### config.mk
export PLATFORM = sky130hd
export DESIGN_NAME = header_length_xor_deframer
export DESIGN_NICKNAME = d
export VERILOG_FILES = /design/src/rtl/hld_pkg.sv /design/src/rtl/hld_parser.sv /design/src/rtl/header_length_xor_deframer.sv
export VERILOG_INCLUDE_DIRS = /design/src /design/src/rtl
export SDC_FILE = /design/constraint.sdc
export NUM_CORES = 1
export LEC_CHECK = 0
export BUFFER_PORTS_ARGS = -buffer_cell sky130_fd_sc_hd__buf_4
export CAP_MARGIN = 20
export CORE_MARGIN = 8
export CORE_UTILIZATION = 35
export DETAILED_ROUTE_END_ITERATION = 16
export PLACE_DENSITY = 0.63
export SYNTH_ARGS = -nofsm -noshare
export SYNTH_HDL_FRONTEND = slang
export SYNTH_HIERARCHICAL = 1
export SYNTH_SLANG_ARGS = --single-unit
### constraint.sdc
create_clock -name clk -period 5.8 [get_ports clk]
set_input_delay 0.29 -clock clk [delete_from_list [all_inputs] [get_ports clk]]
set_output_delay 0.29 -clock clk [all_outputs]
set_load 0.005 [all_outputs]
### src/rtl/assert_macros.svh
// ----------------------------------------------------------------------------
// assert_macros.svh
// Concurrent assertion macros shared by the RTL.
// ----------------------------------------------------------------------------
`ifndef ASSERT_MACROS_SVH
`define ASSERT_MACROS_SVH

`ifndef ASSERT_OFF

// Same-cycle implication, disabled during reset.
`define ASSERT_IMPLIES(lbl, clk, rst_n, ante, cons, msg) \
    lbl: assert property (@(posedge clk) disable iff (!rst_n) (ante) |-> (cons)) \
        else $error(msg);

// Next-cycle implication, disabled during reset.
`define ASSERT_NEXT(lbl, clk, rst_n, ante, cons, msg) \
    lbl: assert property (@(posedge clk) disable iff (!rst_n) (ante) |=> (cons)) \
        else $error(msg);

`else

`define ASSERT_IMPLIES(lbl, clk, rst_n, ante, cons, msg)
`define ASSERT_NEXT(lbl, clk, rst_n, ante, cons, msg)

`endif

`endif

### src/rtl/hld_pkg.sv
// ----------------------------------------------------------------------------
// hld_pkg
// Types and constants of the header/length/XOR deframer.
// ----------------------------------------------------------------------------
package hld_pkg;

    localparam int LENGTH_BITS = 16;

    localparam logic [7:0] SYNC_FIRST  = 8'h55;
    localparam logic [7:0] SYNC_SECOND = 8'hAA;

    typedef enum logic [7:0] {
        PH_HUNT    = 8'b0000_0001,
        PH_SYNC2   = 8'b0000_0010,
        PH_SKIP_A  = 8'b0000_0100,
        PH_SKIP_B  = 8'b0000_1000,
        PH_LEN_LO  = 8'b0001_0000,
        PH_LEN_HI  = 8'b0010_0000,
        PH_PAYLOAD = 8'b0100_0000,
        PH_CHECK   = 8'b1000_0000
    } phase_t;

    // One input beat handed to the parser.
    typedef struct packed {
        logic       valid;
        logic       restart;
        logic [7:0] data;
    } step_t;

    // One frame report.
    typedef struct packed {
        logic        frame_status;
        logic [15:0] payload_length;
        logic [7:0]  computed_checksum;
    } result_t;

endpackage

### src/rtl/hld_parser.sv
// ----------------------------------------------------------------------------
// hld_parser
// Frame state machine: sync hunt, header skip, length, payload XOR, check.
// ----------------------------------------------------------------------------
module hld_parser
(
    input  logic              clk,
    input  logic              rst_n,
    input  hld_pkg::step_t    step,
    output logic              res_valid,
    output hld_pkg::result_t  res
);

    hld_pkg::phase_t                    phase_reg, phase_next;
    logic [hld_pkg::LENGTH_BITS-1:0]    len_reg, len_next;
    logic [hld_pkg::LENGTH_BITS-1:0]    rem_reg, rem_next;
    logic [7:0]                         xor_reg, xor_next;

    hld_pkg::phase_t                    phase_cur;
    logic [hld_pkg::LENGTH_BITS-1:0]    len_cur;
    logic [hld_pkg::LENGTH_BITS-1:0]    rem_cur;
    logic [hld_pkg::LENGTH_BITS-1:0]    rem_dec;
    logic [7:0]                         xor_cur;
    logic [15:0]                        len_full;
    logic [hld_pkg::LENGTH_BITS-1:0]    len_new;

    // restart drops the partial frame before this beat is examined
    assign phase_cur = step.restart ? hld_pkg::PH_HUNT : phase_reg;
    assign len_cur   = step.restart ? '0 : len_reg;
    assign rem_cur   = step.restart ? '0 : rem_reg;
    assign xor_cur   = step.restart ? 8'h00 : xor_reg;

    assign rem_dec  = rem_cur - hld_pkg::LENGTH_BITS'(1);
    assign len_full = {step.data, len_cur[7:0]};
    assign len_new  = len_full[hld_pkg::LENGTH_BITS-1:0];

    always_comb
    begin
        phase_next = phase_cur;
        len_next   = len_cur;
        rem_next   = rem_cur;
        xor_next   = xor_cur;
        res_valid  = 1'b0;
        res.frame_status      = (step.data != xor_cur);
        res.payload_length    = 16'(len_cur);
        res.computed_checksum = xor_cur;
        unique case (phase_cur)
            hld_pkg::PH_HUNT:
            begin
                if (step.data == hld_pkg::SYNC_FIRST)
                begin
                    phase_next = hld_pkg::PH_SYNC2;
                end
            end
            hld_pkg::PH_SYNC2:
            begin
                if (step.data == hld_pkg::SYNC_SECOND)
                begin
                    phase_next = hld_pkg::PH_SKIP_A;
                end
                else if (step.data != hld_pkg::SYNC_FIRST)
                begin
                    phase_next = hld_pkg::PH_HUNT;
                end
            end
            hld_pkg::PH_SKIP_A:
            begin
                phase_next = hld_pkg::PH_SKIP_B;
            end
            hld_pkg::PH_SKIP_B:
            begin
                phase_next = hld_pkg::PH_LEN_LO;
            end
            hld_pkg::PH_LEN_LO:
            begin
                len_next   = hld_pkg::LENGTH_BITS'(step.data);
                xor_next   = step.data;
                phase_next = hld_pkg::PH_LEN_HI;
            end
            hld_pkg::PH_LEN_HI:
            begin
                len_next   = len_new;
                rem_next   = len_new;
                xor_next   = xor_cur ^ step.data;
                phase_next = (len_new == '0) ? hld_pkg::PH_CHECK : hld_pkg::PH_PAYLOAD;
            end
            hld_pkg::PH_PAYLOAD:
            begin
                xor_next = xor_cur ^ step.data;
                rem_next = rem_dec;
                if (rem_dec == '0)
                begin
                    phase_next = hld_pkg::PH_CHECK;
                end
            end
            hld_pkg::PH_CHECK:
            begin
                res_valid  = step.valid;
                phase_next = hld_pkg::PH_HUNT;
                len_next   = '0;
                rem_next   = '0;
                xor_next   = 8'h00;
            end
            default:
            begin
                phase_next = hld_pkg::PH_HUNT;
                len_next   = '0;
                rem_next   = '0;
                xor_next   = 8'h00;
            end
        endcase
    end

    always_ff @(posedge clk or negedge rst_n)
    begin
        if (!rst_n)
        begin
            phase_reg <= hld_pkg::PH_HUNT;
            len_reg   <= '0;
            rem_reg   <= '0;
            xor_reg   <= 8'h00;
        end
        else if (step.valid)
        begin
            phase_reg <= phase_next;
            len_reg   <= len_next;
            rem_reg   <= rem_next;
            xor_reg   <= xor_next;
        end
    end

endmodule

### src/rtl/header_length_xor_deframer.sv
// ----------------------------------------------------------------------------
// header_length_xor_deframer
// Byte stream deframer: sync 0x55 0xAA, two header bytes, 16-bit LE length,
// payload, XOR checksum; one report beat per frame.
//
//  port group  dir  tdata                                   tuser
//  s_axis      in   [7:0] data_byte                         [0] restart
//  m_axis      out  [15:0] payload_length,                  [0] frame_status
//                   [23:16] computed_checksum
//
// One byte per cycle sustained while m_axis accepts. Path: input register,
// parser, result register; a report is registered behind its checksum byte.
// Asynchronous active-low reset puts the parser back to sync hunt.
// A stalled m_axis holds its beat; the input register still takes one
// more byte before s_axis_tready drops.
// ----------------------------------------------------------------------------
`include "assert_macros.svh"

module header_length_xor_deframer
(
    input  logic        clk,
    input  logic        rst_n,
    input  logic        s_axis_tvalid,
    output logic        s_axis_tready,
    input  logic [7:0]  s_axis_tdata,   // [7:0] data_byte
    input  logic        s_axis_tuser,   // [0] restart
    output logic        m_axis_tvalid,
    input  logic        m_axis_tready,
    output logic [23:0] m_axis_tdata,   // [15:0] payload_length, [23:16] computed_checksum
    output logic        m_axis_tuser    // [0] frame_status
);

    logic               in_valid_reg;
    logic               in_restart_reg;
    logic [7:0]         in_data_reg;
    logic               out_valid_reg;
    hld_pkg::result_t   out_reg;

    logic               advance;
    hld_pkg::step_t     step;
    logic               res_valid;
    hld_pkg::result_t   res;

    assign advance       = !out_valid_reg || m_axis_tready;
    assign s_axis_tready = !in_valid_reg || advance;

    assign step.valid   = in_valid_reg && advance;
    assign step.restart = in_restart_reg;
    assign step.data    = in_data_reg;

    hld_parser u_parser
    (
        .clk       (clk),
        .rst_n     (rst_n),
        .step      (step),
        .res_valid (res_valid),
        .res       (res)
    );

    always_ff @(posedge clk or negedge rst_n)
    begin
        if (!rst_n)
        begin
            in_valid_reg  <= 1'b0;
            out_valid_reg <= 1'b0;
        end
        else
        begin
            if (s_axis_tready)
            begin
                in_valid_reg <= s_axis_tvalid;
            end
            if (advance)
            begin
                out_valid_reg <= res_valid;
            end
        end
    end

    always_ff @(posedge clk)
    begin
        if (s_axis_tvalid && s_axis_tready)
        begin
            in_data_reg    <= s_axis_tdata;
            in_restart_reg <= s_axis_tuser;
        end
        if (advance && res_valid)
        begin
            out_reg <= res;
        end
    end

    assign m_axis_tvalid = out_valid_reg;
    assign m_axis_tdata  = {out_reg.computed_checksum, out_reg.payload_length};
    assign m_axis_tuser  = out_reg.frame_status;

    `ASSERT_IMPLIES(a_restart_no_report, clk, rst_n, in_valid_reg && in_restart_reg, !res_valid, "report on restart beat")
    `ASSERT_IMPLIES(a_stall_only_when_full, clk, rst_n, !s_axis_tready, in_valid_reg && out_valid_reg, "input stalled while a stage is empty")
    `ASSERT_IMPLIES(a_report_from_beat, clk, rst_n, $rose(m_axis_tvalid), $past(in_valid_reg), "report with no byte in flight")

endmodule
# After elaboration in Yosys (flattened, before gate mapping)
# Index checks and enable logic that the tools add are counted.
# classes
n_eq_ne	12
n_reduce_logical	13
add_sub_neg	1
mux	14
bitwise_logic	1
# op_table
cell	count
$pmux W16 S3	2
$mux W8	7
$pmux W8 S7	1
$logic_not A16 Y1	2
$mux W16	2
$pmux W8 S3	1
$eq A8 B7 Y1 const B	2
$eq A8 B8 Y1 const B	2
$sub A16 B1 Y16 const B	1
$reduce_or A5 Y1	2
$eq A8 B1 Y1 const B	1
$eq A8 B2 Y1 const B	1
$eq A8 B3 Y1 const B	1
$eq A8 B4 Y1 const B	1
$eq A8 B5 Y1 const B	1
$eq A8 B6 Y1 const B	1
$ne A8 B7 Y1 const B	1
$ne A8 B8 Y1	1
$xor A8 B8 Y8	1
$reduce_or A4 Y1	1
$logic_and A1 B1 Y1	3
$logic_not A1 Y1	2
$logic_or A1 B1 Y1	2
$reduce_or A2 Y1	1
$mux W1	1
# totals
ff_bits	84
out_inout_bits	27
inputBits	13
elab_cells	52

# Logic depth before layout (Yosys ltp)
# depth
depth_word	5
depth_mapped	12

# Cells and area by module
# Netlist, hierarchy kept.
# modules_own_cells
mod	cells_each	n_inst	area_each_um2	seq_area_each_um2
hld_parser	375	1	3338.2	1202.4
header_length_xor_deframer	43	1	1131.1	1071.0

# Worst setup path before layout
# No wires, ideal clock.
# synth_path
path_type	register to register
startpoint	register in_restart_reg
endpoint	register u_parser.phase_reg[7]
arrival_ns	2.379
setup_slack_ns	3.302
synth_period_minus_slack_ns	2.498
required_time_ns	5.680
path_buffers	4
path_stages_with_launch	12
cell_sequence	edfxtp_1 > buf_2 > buf_1 > clkbuf_1 > nor2b_1 > inv_1 > ha_1 > clkbuf_1 > nand4_1 > xnor2_1 > and4b_1 > a31o_1
# synth_between
elab_chain_len	5
elab_cells_between_ends	19
# synth_rtl
element	line_no	source
from (decl)	header_length_xor_deframer.sv:34	logic in_restart_reg;
from (signal assigned)	header_length_xor_deframer.sv:85	in_restart_reg <= s_axis_tuser;
$mux W16	hld_parser.sv:30	assign rem_cur = step.restart ? '0 : rem_reg;
$sub A16 B1 Y16	hld_parser.sv:33	assign rem_dec = rem_cur - hld_pkg::LENGTH_BITS'(1);
$logic_not A16 Y1	hld_parser.sv:91	if (rem_dec == '0)
$mux W8	hld_parser.sv:91	
$pmux W8 S7 (*)	hld_parser.sv:47	unique case (phase_cur)
to (signal assigned)	hld_parser.sv:118	phase_reg <= hld_pkg::PH_HUNT;
to (signal assigned)	hld_parser.sv:125	phase_reg <= phase_next;
to (decl)	hld_parser.sv:14	hld_pkg::phase_t phase_reg, phase_next;
# Mark *: on every way between the ends. The rest lies on a longest branch, timed or not.
# A chain may end at the register's enable or synchronous reset.

# Worst setup path after layout
# Ends and elaborated chain as after synthesis.

==> flow_summary_export.csv <==
group,metric,value,unit
clock_network,cts.htree.levels,3,
floorplanning,start_util,35.6,%
clock_network,cts_buffer_depth,2,
global_route,antenna_found_initial,0,
finish,num-fill-cells,1205,
floorplanning,rows,41,
setup_path,crit_buf_inv,2,
setup_path,setup.worst_path.start_class,"register",
placed_design,gp_congestion,0.898,
synth,ys.flop_type,"dfrtp_1",
clock_network,numCtsBuffers,9,
floorplanning,core_area,12600,um^2
setup_path,slowest_delay,0.88,ns
route,ant_nets,0,
status,status,"finished with violations",
finish,regArea,2270,um^2
setup_path,worst_path_max_delay_cell,"edfxtp_1",
placed_design,port_buffers,39,
synth,yosysWarnings,6,
setup_path,worstPathMaxFanout,24,
placed_design,hpwlAfterDp,7160,um
setup_path,crit_chain,"clkinv_1, nand2_1, ha_1, inv_1, a21oi_1, o32a_1, nor3_1, and4b_1, a31o_1",
route,route.final.wire_length,10700,um
synth,synth-edff-count,34,
setup_path,end_kind,"register",
global_route,grt_max_degree,51,
job,max-cap-violations,0,
sta,slew_headroom,26.7,%
synth,synthCells,418,
min_path,hold_class,"in -> async",
route,vias_per_cell,5.51,
sta,holdWs,-0.0130,ns
setup_path,critPathKind,"reg -> reg",
status,violations,"negative hold slack",
pwr,p_leak,2.08,nW
global_route,grt_first_pass_wirelength,17100,um
sta,fin_crit,3.24,ns
clock_network,clk_pin_slew_worst_paths,0.06,ns
finish,drive_gt1_share,17.5,%
finish,diodes,0,
sta,skew,0.00889,ns
synth,ys_types,70,
route,route.vias.total,3376,
placed_design,post_dp_cell_area,4830,um^2
global_route,grt_pass1_vias,3199,
sta,finalSetupViolations,0,
finish,multi_input_area,1990,um^2
clock_network,cts-root-buf,"clkbuf_16",
clock_network,cts_setup_buffers,0,
global_route,track_usage,13.2,%
finish,largest_reg_flops,24,
clock_network,clkLatencyLatePin,0.34,ns
finish,most-common-layout-cells,"49 x dfrtp_1, 41 x buf_4, 34 x edfxtp_1",
global_route,overflow,0,
route,drc_errors,0,
finish,nNetsFinal,451,
floorplanning,die_h,129,um
sta,worst_pin_slew,1.10,ns
sta,fin_crit_sh,55.8,%
synth,async_reset_ff_share,59.5,%
pwr,vdd_ir_drop_max,143,uV
finish,layout_commonest_cell,"dfrtp_1",
sta,fin_tns_setup,0,ns
route,first_iter_violations,468,
synth,ys_seq_elements,84,
sta,max_freq,309,MHz
sta,grt_setup_unrepaired,"no",
floorplanning,die_area,16600,um^2
clock_network,clkSinkCount,84,
finish,area_growth,13.9,%
synth,ys_seq_area_share,50.9,%
finish,fin_area,5090,um^2
pwr,power,0.00136,W
clock_network,cts_hold_buf,0,
route,dr.pass1.iters,5,
synth,netlist_area,4470,um^2
route,wire_per_inst,17.4,um
floorplanning,ios,40,
clock_network,ctsResizeCount,0,
synth,synth_nets,433,
sta,drv_slew,0,
setup_path,worstPathArrival,3.47,ns
floorplanning,fp.dieW,129,um
sta,finalHoldViolations,18,
synth,avgSynthCellArea,10.7,um^2
clock_network,cts_tree,"yes",
setup_path,required,6.03,ns
setup_path,crit_family,"flip-flops",
pwr,powerDensity,266,nW/um^2
## path summary, 6_finish.rpt
path                                           start               endpoint  depth (start not counted)  slack [ns]
worst max register to register        in_restart_reg  u_parser/phase_reg[7]                          9        2.56
max in group asynchronous                      rst_n    u_parser/len_reg[1]                          1        5.36
worst min-delay path                           rst_n   u_parser/rem_reg[14]                          1       -0.01
min in group clk                     s_axis_tdata[2]         in_data_reg[2]                          1        0.13
worst max-delay path                  in_restart_reg  u_parser/phase_reg[7]                          9        2.56
worst min register to register  u_parser/len_reg[12]   u_parser/len_reg[12]                          1        0.49
## per-layer routing
layer	wire length, um	GRT usage (%)
met5	0	0
met4	307	7.19
met3	573	3.10
met2	4960	20.6
met1	4830	16.7
## logic make-up (layout without fill, tap and decap cells)
family,Yosys count,count (layout),synth area share (%)
AND/OR/NAND/NOR,141,141,18.9
AO/OA/AOI/OAI,129,129,21.3
flip-flops,84,84,50.9
buffers and inverters,43,66,4.56
XOR/XNOR,18,18,3.53
adder cells (fa/ha/maj),2,2,0.560
multiplexers,1,1,0.224
## report_power, final
part	switching (W)	internal (W)	leakage, nW
Sequential	0.0000291	0.000631	1.03
Clock	0.000226	0.000290	0.127
Combinational	0.000106	0.0000742	0.925
Total	0.000362	0.000995	2.08
## cell type report
cell class              instances  area share, %
multi-input cells             291           39.1
inverters                       8          0.590
clock inverters                 4          0.516
repair buffers                 42           6.27
clock buffers                  12           4.64
well taps                     172           4.23
flip-flops and latches         84           44.6
## synth_stat cells, types with 3 or more instances
| cell | instances | share of area (%) |
|---|---|---|
| dfrtp_1 | 49 | 27 |
| a21o_1 | 5 | 0.84 |
| o21a_1 | 9 | 1.5 |
| buf_6 | 4 | 1.0 |
| nand4_1 | 8 | 1.1 |
| xnor2_1 | 6 | 1.2 |
| o21ai_1 | 8 | 0.90 |
| a31oi_1 | 6 | 0.84 |
| a21oi_1 | 16 | 1.8 |
| buf_2 | 6 | 0.67 |
| o21ai_0 | 20 | 2.2 |
| a22o_1 | 18 | 3.5 |
| and2_1 | 4 | 0.56 |
| or4_1 | 3 | 0.50 |
| clkbuf_1 | 22 | 1.8 |
| inv_1 | 7 | 0.59 |
| nand3_1 | 6 | 0.67 |
| a22oi_1 | 9 | 1.5 |
| o2bb2ai_1 | 10 | 2.0 |
| nand2_1 | 20 | 1.7 |
| nor2_1 | 29 | 2.4 |
| xor2_1 | 12 | 2.4 |
| edfxtp_1 | 34 | 23 |
| nand2b_1 | 6 | 0.84 |
| nor3_1 | 8 | 0.90 |
| nor4_1 | 7 | 0.98 |
| nor2b_1 | 29 | 4.1 |
| a221o_1 | 8 | 1.8 |
## per-stage QoR
stage / cells / utilization [%] / setup WS (ns)
final: 613 / 40.5 / 2.56
after detailed placement: 597 / 38.4 / 2.58
after global placement: 596 / 38.3 / 2.68
after floorplan: 418 / - / 3.30
after CTS: 613 / 40.5 / 2.57
after global routing: 613 / 40.5 / 2.23
Note: power is estimated with default switching activity, not from simulation.
